## config.mk

```make
export PLATFORM = sky130hd
export DESIGN_NAME = cwai_ctrl
export DESIGN_NICKNAME = d
export VERILOG_FILES = /design/src/rtl/cwai_pkg.sv /design/src/rtl/cwai_ctrl.sv
export SDC_FILE = /design/constraint.sdc
export NUM_CORES = 1
export LEC_CHECK = 0
export BUFFER_PORTS_ARGS = -buffer_cell sky130_fd_sc_hd__buf_2
export CAP_MARGIN = 20
export CORE_MARGIN = 10
export CORE_UTILIZATION = 50
export DETAILED_ROUTE_END_ITERATION = 8
export HOLD_SLACK_MARGIN = 0.02
export PLACE_DENSITY = 0.72
export REMOVE_ABC_BUFFERS = 1
export SYNTH_ARGS = -nofsm -noshare
export SYNTH_HDL_FRONTEND = slang
export SYNTH_SLANG_ARGS = --single-unit
```

## constraint.sdc

```tcl
create_clock -name clk -period 8.63 [get_ports clk]
set_input_delay 0.4315 -clock clk [delete_from_list [all_inputs] [get_ports clk]]
set_output_delay 0.4315 -clock clk [all_outputs]
set_load 0.01 [all_outputs]
```

## src/rtl/cwai_pkg.sv

```systemverilog
// ----------------------------------------------------------------------------
// cwai_pkg
// Shared types and constants of the column wave activity integrator.
// ----------------------------------------------------------------------------
package cwai_pkg;

  localparam int DATA_W  = 32;
  localparam int RIU_W   = 7;
  localparam int DENOM   = 15625;        // 5^6, divisor of the contour term
  localparam int REM_W   = 14;           // remainder below DENOM
  localparam int MAG_W   = 66;           // magnitude of the scaled excess
  localparam int DIV_CHUNK = 18;         // dividend digit, {rem, digit} fits 32 bits
  localparam int DIV_STEPS = 4;
  localparam int DQ_W    = DIV_CHUNK * DIV_STEPS;
  localparam int RECIP_SHIFT = 45;
  localparam logic [31:0] RECIP = 32'd2251799814;  // ceil(2^45 / DENOM)
  localparam int CNT_W   = 7;
  localparam int DMAG_W  = 54;           // magnitude of one excess
  localparam int DHALF_W = DMAG_W / 2;
  localparam int WSUM_W  = DATA_W + 1;
  localparam int PROD_W  = 64;
  localparam int ACC_W   = 96;
  localparam int FIN_W   = 128;
  localparam int FIN_SHIFT = 54;
  localparam int LIMB_W  = 2;
  localparam logic [LIMB_W-1:0] LAST_LIMB = 2'd2;

  localparam logic [RIU_W-1:0]  RIU_RESET = 7'd64;
  localparam logic [DATA_W-1:0] SDM_RESET = 32'd66;

  typedef enum logic {
    CFG_ROWS_IN_USE = 1'b0,
    CFG_STABLE_MIN  = 1'b1
  } cfg_idx_t;

  typedef enum logic [3:0] {
    ST_LOAD,
    ST_ROW_RD,
    ST_ROW_CHK,
    ST_PAIR_RD,
    ST_PAIR_MUL,
    ST_PAIR_SUB,
    ST_DIV_MUL,
    ST_DIV,
    ST_TERM_LO,
    ST_TERM_HI,
    ST_TERM_ADD,
    ST_FIN_MUL,
    ST_FIN_ADD,
    ST_OUT
  } state_t;

  typedef struct packed {
    logic              wr_en;
    logic              acc_clr;
    logic              mul_ps;
    logic              form_x;
    logic              div_mul;
    logic              div_step;
    logic              term_lo;
    logic              term_hi;
    logic              term_add;
    logic              fin_mul;
    logic              fin_add;
    logic [LIMB_W-1:0] limb;
    logic              k_lt_i;
    logic              k_eq_i;
    logic              out_load;
    logic              out_last;
  } cmd_t;

  typedef struct packed {
    logic [1:0] flags;
    logic       stable;
  } sts_t;

endpackage

```

## src/rtl/cwai_ctrl.sv

```systemverilog
// ----------------------------------------------------------------------------
// cwai_ctrl
// Sequencer: row loading, pair loop, divider steps, finish and result hand-off.
// ----------------------------------------------------------------------------
module cwai_ctrl #(
  parameter int MAX_ROWS = 64
) (
  input  logic                                 clk,
  input  logic                                 rst_n,
  input  logic [cwai_pkg::RIU_W-1:0]           rows_in_use,
  input  logic                                 in_valid,
  output logic                                 in_stall,
  input  logic                                 in_last_row,
  output logic                                 out_valid,
  input  logic                                 out_stall,
  output logic [$clog2(MAX_ROWS)-1:0]          wr_addr,
  output logic [$clog2(MAX_ROWS)-1:0]          rd_i_addr,
  output logic [$clog2(MAX_ROWS)-1:0]          rd_k_addr,
  output cwai_pkg::cmd_t                       cmd,
  input  cwai_pkg::sts_t                       sts
);
  import cwai_pkg::*;

  localparam int AW = $clog2(MAX_ROWS);
  localparam int CW = $clog2(MAX_ROWS + 1);
  localparam int LW = (CW > RIU_W) ? CW : RIU_W;
  localparam logic [LW-1:0] MAX_L = LW'(MAX_ROWS);

  state_t            state_r, state_nxt;
  logic [CW-1:0]     loaded_r, loaded_nxt;
  logic [CW-1:0]     n_r, n_nxt;
  logic [CW-1:0]     i_r, i_nxt;
  logic [CW-1:0]     k_r, k_nxt;
  logic [CNT_W-1:0]  cnt_r, cnt_nxt;
  logic [LIMB_W-1:0] limb_r, limb_nxt;
  logic              out_valid_r, out_valid_nxt;
  logic [LW-1:0]     riu_l, limit;
  logic [LW-1:0]     count_l;
  logic              k_last;

  assign riu_l   = LW'(rows_in_use);
  assign limit   = (riu_l == '0) ? LW'(1) : ((riu_l > MAX_L) ? MAX_L : riu_l);
  assign count_l = LW'(loaded_r) + LW'(1);
  assign k_last  = (k_r + CW'(1)) == n_r;

  assign wr_addr   = loaded_r[AW-1:0];
  assign rd_i_addr = i_r[AW-1:0];
  assign rd_k_addr = k_r[AW-1:0];
  assign in_stall  = (state_r != ST_LOAD);
  assign out_valid = out_valid_r;

  always_ff @(posedge clk) begin
    if (!rst_n) begin
      state_r     <= ST_LOAD;
      loaded_r    <= '0;
      n_r         <= '0;
      i_r         <= '0;
      k_r         <= '0;
      cnt_r       <= '0;
      limb_r      <= '0;
      out_valid_r <= 1'b0;
    end else begin
      state_r     <= state_nxt;
      loaded_r    <= loaded_nxt;
      n_r         <= n_nxt;
      i_r         <= i_nxt;
      k_r         <= k_nxt;
      cnt_r       <= cnt_nxt;
      limb_r      <= limb_nxt;
      out_valid_r <= out_valid_nxt;
    end
  end

  always_comb begin
    state_nxt     = state_r;
    loaded_nxt    = loaded_r;
    n_nxt         = n_r;
    i_nxt         = i_r;
    k_nxt         = k_r;
    cnt_nxt       = cnt_r;
    limb_nxt      = limb_r;
    out_valid_nxt = out_valid_r;
    cmd           = '0;
    cmd.limb      = limb_r;
    cmd.k_lt_i    = k_r < i_r;
    cmd.k_eq_i    = k_r == i_r;
    cmd.out_last  = (i_r + CW'(1)) == n_r;

    if (out_valid_r && !out_stall) begin
      out_valid_nxt = 1'b0;
    end

    unique case (state_r)
      ST_LOAD: begin
        if (in_valid) begin
          cmd.wr_en = 1'b1;
          if (in_last_row || count_l >= limit) begin
            n_nxt      = loaded_r + CW'(1);
            loaded_nxt = '0;
            i_nxt      = '0;
            state_nxt  = ST_ROW_RD;
          end else begin
            loaded_nxt = loaded_r + CW'(1);
          end
        end
      end
      ST_ROW_RD: state_nxt = ST_ROW_CHK;
      ST_ROW_CHK: begin
        cmd.acc_clr = 1'b1;
        if (sts.flags != 2'b00) begin
          state_nxt = ST_OUT;
        end else begin
          k_nxt     = '0;
          state_nxt = ST_PAIR_RD;
        end
      end
      ST_PAIR_RD: state_nxt = ST_PAIR_MUL;
      ST_PAIR_MUL: begin
        if (sts.stable) begin
          cmd.mul_ps = 1'b1;
          state_nxt  = ST_PAIR_SUB;
        end else if (k_last) begin
          limb_nxt  = '0;
          state_nxt = ST_FIN_MUL;
        end else begin
          k_nxt     = k_r + CW'(1);
          state_nxt = ST_PAIR_RD;
        end
      end
      ST_PAIR_SUB: begin
        cmd.form_x = 1'b1;
        cnt_nxt    = '0;
        state_nxt  = ST_DIV_MUL;
      end
      ST_DIV_MUL: begin
        cmd.div_mul = 1'b1;
        state_nxt   = ST_DIV;
      end
      ST_DIV: begin
        cmd.div_step = 1'b1;
        cnt_nxt      = cnt_r + CNT_W'(1);
        if (cnt_r == CNT_W'(DIV_STEPS - 1)) begin
          state_nxt = ST_TERM_LO;
        end else begin
          state_nxt = ST_DIV_MUL;
        end
      end
      ST_TERM_LO: begin
        cmd.term_lo = 1'b1;
        state_nxt   = ST_TERM_HI;
      end
      ST_TERM_HI: begin
        cmd.term_hi = 1'b1;
        state_nxt   = ST_TERM_ADD;
      end
      ST_TERM_ADD: begin
        cmd.term_add = 1'b1;
        if (k_last) begin
          limb_nxt  = '0;
          state_nxt = ST_FIN_MUL;
        end else begin
          k_nxt     = k_r + CW'(1);
          state_nxt = ST_PAIR_RD;
        end
      end
      ST_FIN_MUL: begin
        cmd.fin_mul = 1'b1;
        state_nxt   = ST_FIN_ADD;
      end
      ST_FIN_ADD: begin
        cmd.fin_add = 1'b1;
        if (limb_r == LAST_LIMB) begin
          state_nxt = ST_OUT;
        end else begin
          limb_nxt  = limb_r + LIMB_W'(1);
          state_nxt = ST_FIN_MUL;
        end
      end
      ST_OUT: begin
        // result register free or being taken this cycle
        if (!out_valid_r || !out_stall) begin
          cmd.out_load  = 1'b1;
          out_valid_nxt = 1'b1;
          if (cmd.out_last) begin
            state_nxt = ST_LOAD;
          end else begin
            i_nxt     = i_r + CW'(1);
            state_nxt = ST_ROW_RD;
          end
        end
      end
      default: state_nxt = ST_LOAD;
    endcase
  end

endmodule

```

==> summary.txt, run 1 <==
Run status
  – Outcome: complete, no violations

Setup path
  – Crit start category: flop
  – Crit path max-delay family: compound AO/OA/AOI/OAI gates
  – FF-to-FF Start: loaded_r[0]
  – Critical path buffer and inverter count: 2
  – Arrival time worst endpoint: 3330 ps
  – Required @ worst endpoint: 8820 ps
  – Crit path top cell by count: ha_1
  – CP max stage delay: 470 ps
  – Critical Path Source: loaded_r[0]
  – CP Max Fanout: 11
  – CP cell instances: ha_1, nand3_1, nor2_1, xnor2_1, inv_1, ha_1, and4_1, a2111oi_0, o21ai_0, buf_4, and2_1, o211a_1
  – Setup crit end kind: flop
  – CP max stage cell: dfxtp_1
  – Setup CP Type: flop to flop

Timing
  – Tightest Pin Transition: 602 ps
  – Minimum clock period: 3140 ps
  – Clock skew: 3.37 ps
  – Hold slack final: 501 ps
  – Setup_tns: 0 ps
  – Relative slew slack: 59.9%
  – Final setup viols: 0
  – F_max: 318 MHz
  – Period utilization: 36.4%
  – RSZ-0062 raised after global routing: false
  – Final Hold Viols: 0
  – Final max-slew violation count: 0

Logic synthesis
  – Avg Inst Size Synth: 7.65 sq um
  – Post-Synth Adder-Cell Area: 7.83%
  – Post-synthesis simple-gate area fraction: 27.2%
  – Post-synth EDFFs: 0
  – #FFs+latches synth: 42
  – Top cells by area, synth: dfxtp_1, ha_1, xnor2_1
  – Largest family of logic cells by synthesized area: simple AND/OR/NAND/NOR gates
  – FFs w/ async S/R, synth: 0%
  – Post-Syn Area: 3040 sq um
  – Mux share of post-synthesis cell area: 0.371%
  – Top cell type by total area after synthesis: dfxtp_1
  – Dominant synthesized flop cell: dfxtp_1
  – Synth warn: 0
  – Post-Synthesis Cells: 397
  – Post-synth cell types: 51
  – XOR/XNOR Fraction of Synth Area: 8.66%
  – Yosys top cell area share: 27.7%
  – Compound-cell area share of the yosys netlist: 18.9%
  – Post-synthesis sequential area ratio: 27.7%

Floorplan
  – Rows: 28
  – Die extent in y: 97.9 um
  – Die X: 97.9 um
  – DIE AREA: 9590 sq um
  – Core area: 5920 sq um
  – Initial Utilization: 51.3%
  – I/O pins: 52

Clock tree
  – Clock-pin slew on the worst setup and hold paths: 80 ps
  – Number of buffers created by CTS: 5
  – Clk_lat worst skew: 290 ps
  – Clock tree sinks: 42
  – Root buf cell: clkbuf_8
  – # hold bufs at CTS: 0
  – Setup Buffers After CTS: 0
  – Clock buffer depth: 2
  – Post-CTS resize count: 0
  – CTS tree: done
  – H-tree levels: 2

Power
  – Leakage power: 1.45 nW
  – Power Density: 133 nW/um^2
  – IR Drop Worst-Case VDD: 0.103 mV

Route
  – Drt pass-1 iters: 4
  – ANT nets after route: 0
  – WL per Instance: 14.1 um
  – Via/cell ratio: 5.57
  – DR vias: 2774
  – DRC: 0
  – Iteration-0 DRC Markers: 130
  – Total Wirelength: 7010 um

Placed design
  – Final HPWL DP: 5430 um
  – I/O Buffers: 51
  – Post-place instance area: 3190 sq um
  – GPL Wtd Cong: 0.847

Global route
  – Global-route wire length before repair: 11800 um
  – Total Routing Usage GR: 14.0%
  – Vias in the first global route: 2590
  – Initial antenna violation count: 0
  – Largest net degree at the start of global routing: 38
  – GRT Residual Overflow: 0

Cells and area
  – Most common cell after layout, fill and taps aside: buf_2
  – Register area: 841 sq um
  – Growth of design area from synthesis to finish: 7.75%
  – Fin area: 3270 sq um
  – Diode count: 0
  – Most frequent cells in the layout: buf_2, nand2_1, dfxtp_1, nor2_1
  – Share of cells above drive strength 1: 15.6%
  – Multi-input gate area: 1910 sq um
  – Final #Nets: 457
  – Fill cells: 586

Job
  – Max Cap Violations: 0

Min path
  – Hold Crit Class: flop to flop
  – Min-delay src: limb_r[0]
synth_stat cells (all sizes together) (3+ instances only):
cell type	count
nor4	6
clkbuf	12
nor2b	14
or3	3
o21ai	22
o2111ai	3
a21oi	20
dfxtp	42
xor2	10
nand2	45
nand2b	10
xnor2	20
nor3	10
inv	20
and3	5
a22o	3
nand4	7
and2	8
ha	19
o21a	7
nor2	34
o31ai	3
a31oi	3
nand3	18
o211a	4
buf	22
through the flow:
step | total power, mW | std cells | util [%] | setup WS [ps]
floorplan | 0.286 | 363 | - | 5340
global placement | 0.317 | 491 | 53.9 | 5640
detailed placement | 0.319 | 491 | 53.9 | 5520
CTS | 0.438 | 498 | 55.2 | 5470
global route | 0.460 | 498 | 55.2 | 5240
finish | 0.434 | 498 | 55.2 | 5490
final timing paths:
check / endpoint / slack (ps) / cells after the start
setup / recovery: n_r[3] / 5490 / 12
hold / removal: limb_r[0] / 500 / 1
hold reg to reg: limb_r[0] / 500 / 1
setup reg to reg: n_r[3] / 5490 / 12
routing by layer:
metal / vias to the layer above / share of wire [%] / GRT usage [%]
li1: 1431 / - / -
met3: 10 / 3.8 / 3.24
met2: 45 / 50 / 24.4
met5: - / 0 / 0
met4: 0 / 1.3 / 3.69
met1: 1288 / 45 / 16.8
worst reg2reg max path, cell delays in order, from the launching register on:
cell and delay (ps):
dfxtp_1 470, ha_1 270, nand3_1 130, nor2_1 150
xnor2_1 180, inv_1 80, ha_1 330, and4_1 160
a2111oi_0 340, o21ai_0 190, buf_4 210, and2_1 270
o211a_1 250
power breakdown:
group	internal (mW)	switching, mW	total [mW]
clock	0.0543	0.0659	0.120
sequential	0.201	0.0182	0.219
combinational	0.0392	0.0556	0.0949
area by class of cell:
| type | count | share of cell area (%) |
|---|---|---|
| Clock buffer | 5 | 2.10 |
| Clock inverter | 2 | 0.306 |
| Inverter | 20 | 2.30 |
| Multi-Input combinational cell | 301 | 58.5 |
| Sequential cell | 42 | 25.7 |
| Tap cell | 75 | 2.87 |
| Timing Repair Buffer | 53 | 8.26 |
state kept, by name (all words and copies together), names as in the netlist:
signal,flops
limb_r,2
n_r,7
state_r,4
out_valid,1
i_r,7
cnt_r,7
loaded_r,7
k_r,7
kinds of logic (layout without fill, tap and decap cells):
logic type	after synthesis	count (layout)
adders and majority gates	19	19
muxes	1	1
AOI/OAI and AO/OA	85	85
DFF	42	42
and+or+nand+nor	166	166
xor gates and xnor gates	30	30
buffers and inverters	54	80
Power figures use the tool's default switching activity.
==> inputs of run 2 (changes only) <==
--- a/config.mk
+++ b/config.mk
@@ -11,7 +11,7 @@
 export CORE_UTILIZATION = 50
 export DETAILED_ROUTE_END_ITERATION = 8
 export HOLD_SLACK_MARGIN = 0.02
-export PLACE_DENSITY = 0.72
+export PLACE_DENSITY = 0.75
 export REMOVE_ABC_BUFFERS = 1
 export SYNTH_ARGS = -nofsm -noshare
 export SYNTH_HDL_FRONTEND = slang
==> constraint.sdc (replaced) <==
create_clock -name clk -period 2.5 [get_ports clk]
set_input_delay 0.125 -clock clk [delete_from_list [all_inputs] [get_ports clk]]
set_output_delay 0.125 -clock clk [all_outputs]
set_load 0.01 [all_outputs]
==> run 2 against run 1 <==
The run now ends with negative setup slack left. Sequential share of layout area fell by 3.2 points. Cell count up 6.4%. Clock skew grew 4.3 ps. Critical path type unchanged. Largest power group unchanged.
==> summary.txt, run 2 (synthesized netlist as in run 1, its figures left out) <==
Setup path
  – CP max stage delay: 360 ps (was 470 ps)
  – Arrival time worst endpoint: 2730 ps (was 3330 ps)
  – Crit path top cell by count: buf_4 (was ha_1)
  – CP max stage cell: dfxtp_2 (was dfxtp_1)
  – Crit path max-delay family: compound AO/OA/AOI/OAI gates (unchanged)
  – Required @ worst endpoint: 2700 ps (was 8820 ps)
  – CP cell instances: buf_4, buf_4, nand3_2, xor2_2, inv_1, ha_1, and4_4, a2111oi_4, o21ai_2, buf_4, and2_4, o211a_1 (was ha_1, nand3_1, nor2_1, xnor2_1, inv_1, ha_1, and4_1, a2111oi_0, o21ai_0, buf_4, and2_1, o211a_1)
  – Critical path buffer and inverter count: 4 (was 2)
  – Setup CP Type: flop to flop (unchanged)
  – Critical Path Source: loaded_r[0] (unchanged)
  – FF-to-FF Start: loaded_r[0] (unchanged)
  – Setup crit end kind: flop (unchanged)
  – CP Max Fanout: 6 (was 11)
  – Crit start category: flop (unchanged)

Route
  – Drt pass-1 iters: 4 (unchanged)
  – Iteration-0 DRC Markers: 208 (was 130)
  – DR vias: 2972 (was 2774)
  – Total Wirelength: 8090 um (was 7010 um)
  – WL per Instance: 15.3 um (was 14.1 um)
  – Via/cell ratio: 5.61 (was 5.57)
  – DRC: 0 (unchanged)
  – ANT nets after route: 0 (unchanged)

Cells and area
  – Core Util, Final: 63.6% (was 55.2%)
  – Final #Nets: 488 (was 457)
  – Fill cells: 509 (was 586)
  – Multi-input gate area: 2110 sq um (was 1910 sq um)
  – Growth of design area from synthesis to finish: 24.0% (was 7.75%)
  – Most common cell after layout, fill and taps aside: buf_2 (unchanged)
  – Most frequent cells in the layout: buf_2, nand2_1, dfxtp_1, nor2_1, buf_4 (was buf_2, nand2_1, dfxtp_1, nor2_1)
  – Share of cells above drive strength 1: 29.0% (was 15.6%)
  – Register area: 848 sq um (was 841 sq um)
  – Diode count: 0 (unchanged)
  – Layout Cells excl Fill: 530 (was 498)

Clock tree
  – CTS tree: done (unchanged)
  – # hold bufs at CTS: 0 (unchanged)
  – Clock tree sinks: 42 (unchanged)
  – H-tree levels: 2 (unchanged)
  – Clock-pin slew on the worst setup and hold paths: 80 ps (about the same)
  – Clk_lat worst skew: 300 ps (was 290 ps)
  – Number of buffers created by CTS: 5 (unchanged)
  – Root buf cell: clkbuf_8 (unchanged)
  – Clock buffer depth: 2 (unchanged)

Timing
  – Fin worst setup slack: -32.8 ps (was 5490 ps)
  – RSZ-0062 raised after global routing: true (was false)
  – Final Hold Viols: 0 (unchanged)
  – F_max: 395 MHz (was 318 MHz)
  – Tightest Pin Transition: 602 ps (about the same)
  – Final max-slew violation count: 0 (unchanged)
  – Hold slack final: 201 ps (was 501 ps)
  – Minimum clock period: 2530 ps (was 3140 ps)
  – Relative slew slack: 59.9% (about the same)
  – Final setup viols: 5 (was 0)
  – Clock skew: 7.70 ps (was 3.37 ps)
  – Period utilization: 101% (was 36.4%)

Placed design
  – GPL Wtd Cong: 0.989 (was 0.847)
  – Placed Cells: 516 (was 491)
  – Final HPWL DP: 5890 um (was 5430 um)
  – I/O Buffers: 51 (unchanged)
  – Setup WS pre-CTS: -257 ps (was 5520 ps)

Min path
  – Hold Crit Class: input pin to flop (was flop to flop)
  – Min-delay src: sts[0] (was limb_r[0])

Floorplan
  – Die extent in y: 97.9 um (unchanged)
  – Rows: 28 (unchanged)
  – Die X: 97.9 um (unchanged)
  – Core area: 5920 sq um (unchanged)
  – Initial Utilization: 51.3% (unchanged)
  – I/O pins: 52 (unchanged)
  – DIE AREA: 9590 sq um (unchanged)

Power
  – IR Drop Worst-Case VDD: 0.417 mV (was 0.103 mV)
  – Power Density: 485 nW/um^2 (was 133 nW/um^2)
  – Leakage power: 1.65 nW (was 1.45 nW)

Job
  – Max Cap Violations: 0 (unchanged)

Run status
  – Outcome: finished, violations left (was complete, no violations)
  – Violated checks: negative setup slack

Global route
  – Largest net degree at the start of global routing: 38 (unchanged)
  – Total Routing Usage GR: 15.5% (was 14.0%)
  – Initial antenna violation count: 0 (unchanged)
  – GRT Residual Overflow: 0 (unchanged)
  – Global-route wire length before repair: 12900 um (was 11800 um)
  – Vias in the first global route: 2842 (was 2590)
-- run 2: cell types whose count changed in the layout (fill, tap and decap cells not counted), moves of 3 or more --
cell	delta
buf_4	+29
dfxtp_1	-4
dfxtp_2	+3
nand2_1	-4
nand2_2	+4
nand3_1	-3
nor2_1	-3
o21ai_0	-3
-- run 2: layout make-up --
cell class                      count  share of cell area, %
Sequential cell                    42                   22.5
Clock buffer                        5                   1.83
Inverter                           20                   1.99
Tap cell                           75                   2.49
Clock inverter                      3                   1.83
Multi-Input combinational cell    302                   56.1
Timing Repair Buffer               83                   13.3
-- run 2: per-layer routing --
layer / vias up / GRT usage (%) / share of wire, %
li1: 1487 / - / -
met1: 1400 / 18.2 / 43
met2: 71 / 27.0 / 51
met3: 14 / 3.95 / 4.7
met4: 0 / 4.03 / 1.8
met5: - / 0 / 0
-- run 2: per-stage QoR --
stage | total power [mW] | instance area (sq um) | TNS, ps
after floorplan | 0.986 | 2830 | -11180
after global placement | 1.13 | 3380 | -2000
after detailed placement | 1.14 | 3380 | -4400
after CTS | 1.80 | 3570 | 0
after global routing | 1.92 | 3760 | -1790
final | 1.83 | 3760 | -98.6
-- run 2: worst register-to-register path: stages, from the launching register on --
cell and delay, ps:
dfxtp_2 360, buf_4 120, buf_4 140, nand3_2 100, xor2_2 180, inv_1 80, ha_1 220, and4_4 200
a2111oi_4 340, o21ai_2 140, buf_4 160, and2_4 180, o211a_1 210
-- run 2: power breakdown --
group / total [mW] / switching, mW / internal [mW]
combinational: 0.439 / 0.252 / 0.187
clock: 0.649 / 0.249 / 0.400
sequential: 0.740 / 0.0456 / 0.694
-- run 2: final timing paths --
kind,to,slack [ps],cells past startpoint
worst min register to register,limb_r[0],500,1
worst max-delay path,n_r[0],-30,12
worst max register to register,n_r[0],-30,12
worst min-delay path,limb_r[0],200,3
-- run 2: what timing repair did --
item	CTS	global route
cloned	0	1
pin swaps	3	17
setup endpoints to repair	24	26
resized for setup	12	37
setup buffers	0	5
==> inputs of run 3 (changes only) <==
--- a/config.mk
+++ b/config.mk
@@ -11,7 +11,7 @@
 export CORE_UTILIZATION = 50
 export DETAILED_ROUTE_END_ITERATION = 8
 export HOLD_SLACK_MARGIN = 0.02
-export PLACE_DENSITY = 0.75
+export PLACE_DENSITY = 0.72
 export REMOVE_ABC_BUFFERS = 1
 export SYNTH_ARGS = -nofsm -noshare
 export SYNTH_HDL_FRONTEND = slang
==> constraint.sdc (replaced) <==
create_clock -name clk -period 3.1 [get_ports clk]
set_input_delay 0.155 -clock clk [delete_from_list [all_inputs] [get_ports clk]]
set_output_delay 0.155 -clock clk [all_outputs]
set_load 0.01 [all_outputs]
==> run 3 against run 2 <==
The flow now finishes without violations. Die area is the same. Sequential share of layout area up 2.7 points. Largest power group unchanged. Critical endpoint is now n_r[6]. Critical path depth did not move. Clock power fell by 44%. Combinational power down 33%. Design area is 11% lower. Sequential cell count is the same. Largest cell class unchanged.
==> summary.txt, run 3 (synthesized netlist as in run 1, its figures left out) <==
Run status
  – Outcome: complete, no violations (was finished, violations left)

Timing
  – Final setup viols: 0 (was 5)
  – Period utilization: 91.5% (was 101%)
  – Final max-slew violation count: 0 (unchanged)
  – Fin worst setup slack: 263 ps (was -32.8 ps)
  – Setup_tns: 0 ps (was -98.6 ps)
  – Minimum clock period: 2840 ps (was 2530 ps)
  – Final Hold Viols: 0 (unchanged)
  – F_max: 353 MHz (was 395 MHz)
  – Tightest Pin Transition: 600 ps (was 602 ps)
  – Relative slew slack: 60.0% (was 59.9%)
  – RSZ-0062 raised after global routing: false (was true)
  – Clock skew: 5.89 ps (was 7.70 ps)

Clock tree
  – Clock buffer depth: 2 (unchanged)
  – Number of buffers created by CTS: 5 (unchanged)
  – Root buf cell: clkbuf_8 (unchanged)
  – CTS tree: done (unchanged)
  – Setup Buffers After CTS: 0 (unchanged)
  – # hold bufs at CTS: 0 (unchanged)
  – Clock tree sinks: 42 (unchanged)
  – Clock-pin slew on the worst setup and hold paths: 80 ps (about the same)
  – Clk_lat worst skew: 290 ps (was 300 ps)
  – H-tree levels: 2 (unchanged)

Route
  – Via/cell ratio: 5.46 (was 5.61)
  – Total Wirelength: 7110 um (was 8090 um)
  – Iteration-0 DRC Markers: 195 (was 208)
  – ANT nets after route: 0 (unchanged)
  – DR vias: 2753 (was 2972)
  – DRC: 0 (unchanged)
  – Drt pass-1 iters: 4 (unchanged)
  – WL per Instance: 14.1 um (was 15.3 um)

Floorplan
  – Die extent in y: 97.9 um (unchanged)
  – I/O pins: 52 (unchanged)
  – Die X: 97.9 um (unchanged)
  – Initial Utilization: 51.3% (unchanged)
  – Rows: 28 (unchanged)
  – DIE AREA: 9590 sq um (unchanged)
  – Core area: 5920 sq um (unchanged)

Cells and area
  – Growth of design area from synthesis to finish: 10.1% (was 24.0%)
  – Most common cell after layout, fill and taps aside: buf_2 (unchanged)
  – Most frequent cells in the layout: buf_2, nand2_1, dfxtp_1, nor2_1 (was buf_2, nand2_1, dfxtp_1, nor2_1, buf_4)
  – Share of cells above drive strength 1: 18.2% (was 29.0%)
  – Diode count: 0 (unchanged)
  – Final #Nets: 462 (was 488)
  – Fin area: 3340 sq um (was 3760 sq um)
  – Core Util, Final: 56.4% (was 63.6%)

Placed design
  – Final HPWL DP: 5570 um (was 5890 um)
  – Setup WS pre-CTS: 127 ps (was -257 ps)
  – I/O Buffers: 51 (unchanged)
  – Post-place instance area: 3230 sq um (was 3380 sq um)
  – GPL Wtd Cong: 0.832 (was 0.989)

Global route
  – Vias in the first global route: 2722 (was 2842)
  – Global-route wire length before repair: 12200 um (was 12900 um)
  – Largest net degree at the start of global routing: 38 (unchanged)
  – M1 GR Usage: 16.9% (was 18.2%)
  – GRT Residual Overflow: 0 (unchanged)
  – Initial antenna violation count: 0 (unchanged)
  – M2 GR Usage: 26.0% (was 27.0%)
  – Total Routing Usage GR: 14.6% (was 15.5%)
  – GR peak layer: met2 (unchanged)
  – Met3 GRT Util: 3.88% (was 3.95%)

Setup path
  – R2R setup slack: 260 ps (was -30 ps)
  – CP Max Fanout: 11 (was 6)
  – Setup CP Type: flop to flop (unchanged)
  – Setup crit end kind: flop (unchanged)
  – Required @ worst endpoint: 3290 ps (was 2700 ps)
  – Arrival time worst endpoint: 3020 ps (was 2730 ps)
  – Crit start category: flop (unchanged)

Power
  – Power Density: 376 nW/um^2 (was 485 nW/um^2)
  – Pwr Total: 1.26 mW (was 1.83 mW)
  – IR Drop Worst-Case VDD: 0.229 mV (was 0.417 mV)
  – Leakage power: 1.48 nW (was 1.65 nW)

Job
  – Max Cap Violations: 0 (unchanged)

Min path
  – Hold Crit Class: input pin to flop (unchanged)
[run 3: repair_timing]
item	in CTS	in global routing
resized for setup	0	8
endpoints found under the setup margin	0	24
endpoints found under the hold margin	0	0
[run 3: per-stage QoR]
step / hold slack (ps) / instances
final: 256 / 504
after global routing: 276 / 504
after CTS: 244 / 504
after detailed placement: 472 / 496
after global placement: 477 / 496
after floorplan: 272 / 363
[run 3: critical path, cell delays in order, from the launching register on]
cell and delay, ps:
dfxtp_2 360, ha_2 210, nand3_1 110, nor2_1 150, xnor2_1 180, inv_1 80
ha_1 340, and4_1 170, a2111oi_2 350, o21ai_2 130, buf_4 170, and2_2 250
o211a_1 220
[run 3: final cells by class]
type / count / area [sq um]
fillers: 584 / 2580
multi-input cells: 301 / 1930
flip-flops and latches: 42 / 842
repair buffers: 58 / 308
well taps: 75 / 93.8
clock buffers: 6 / 82.6
inverters: 20 / 75.1
clock inverters: 2 / 12.5
[run 3: path summary, 6_finish.rpt]
path                                  end        start  depth (start not counted)
worst max register to register     n_r[6]  loaded_r[1]                         12
worst min register to register  limb_r[0]    limb_r[0]                          1
worst min-delay path            limb_r[0]       sts[0]                          3
worst max-delay path               n_r[6]  loaded_r[1]                         12
[run 3: report_power, final]
group          total, mW  leakage, nW  switching, mW  internal, mW
sequential         0.600        0.340         0.0398         0.560
combinational      0.294         1.09          0.171         0.123
clock              0.363       0.0472          0.184         0.179
total               1.26         1.48          0.395         0.862
[run 3: per-layer routing]
layer / vias to the layer above / share of wire, %
met1: 1250 / 44
met4: 0 / 1.3
li1: 1429 / -
met3: 13 / 5.2
met5: - / 0
met2: 61 / 50
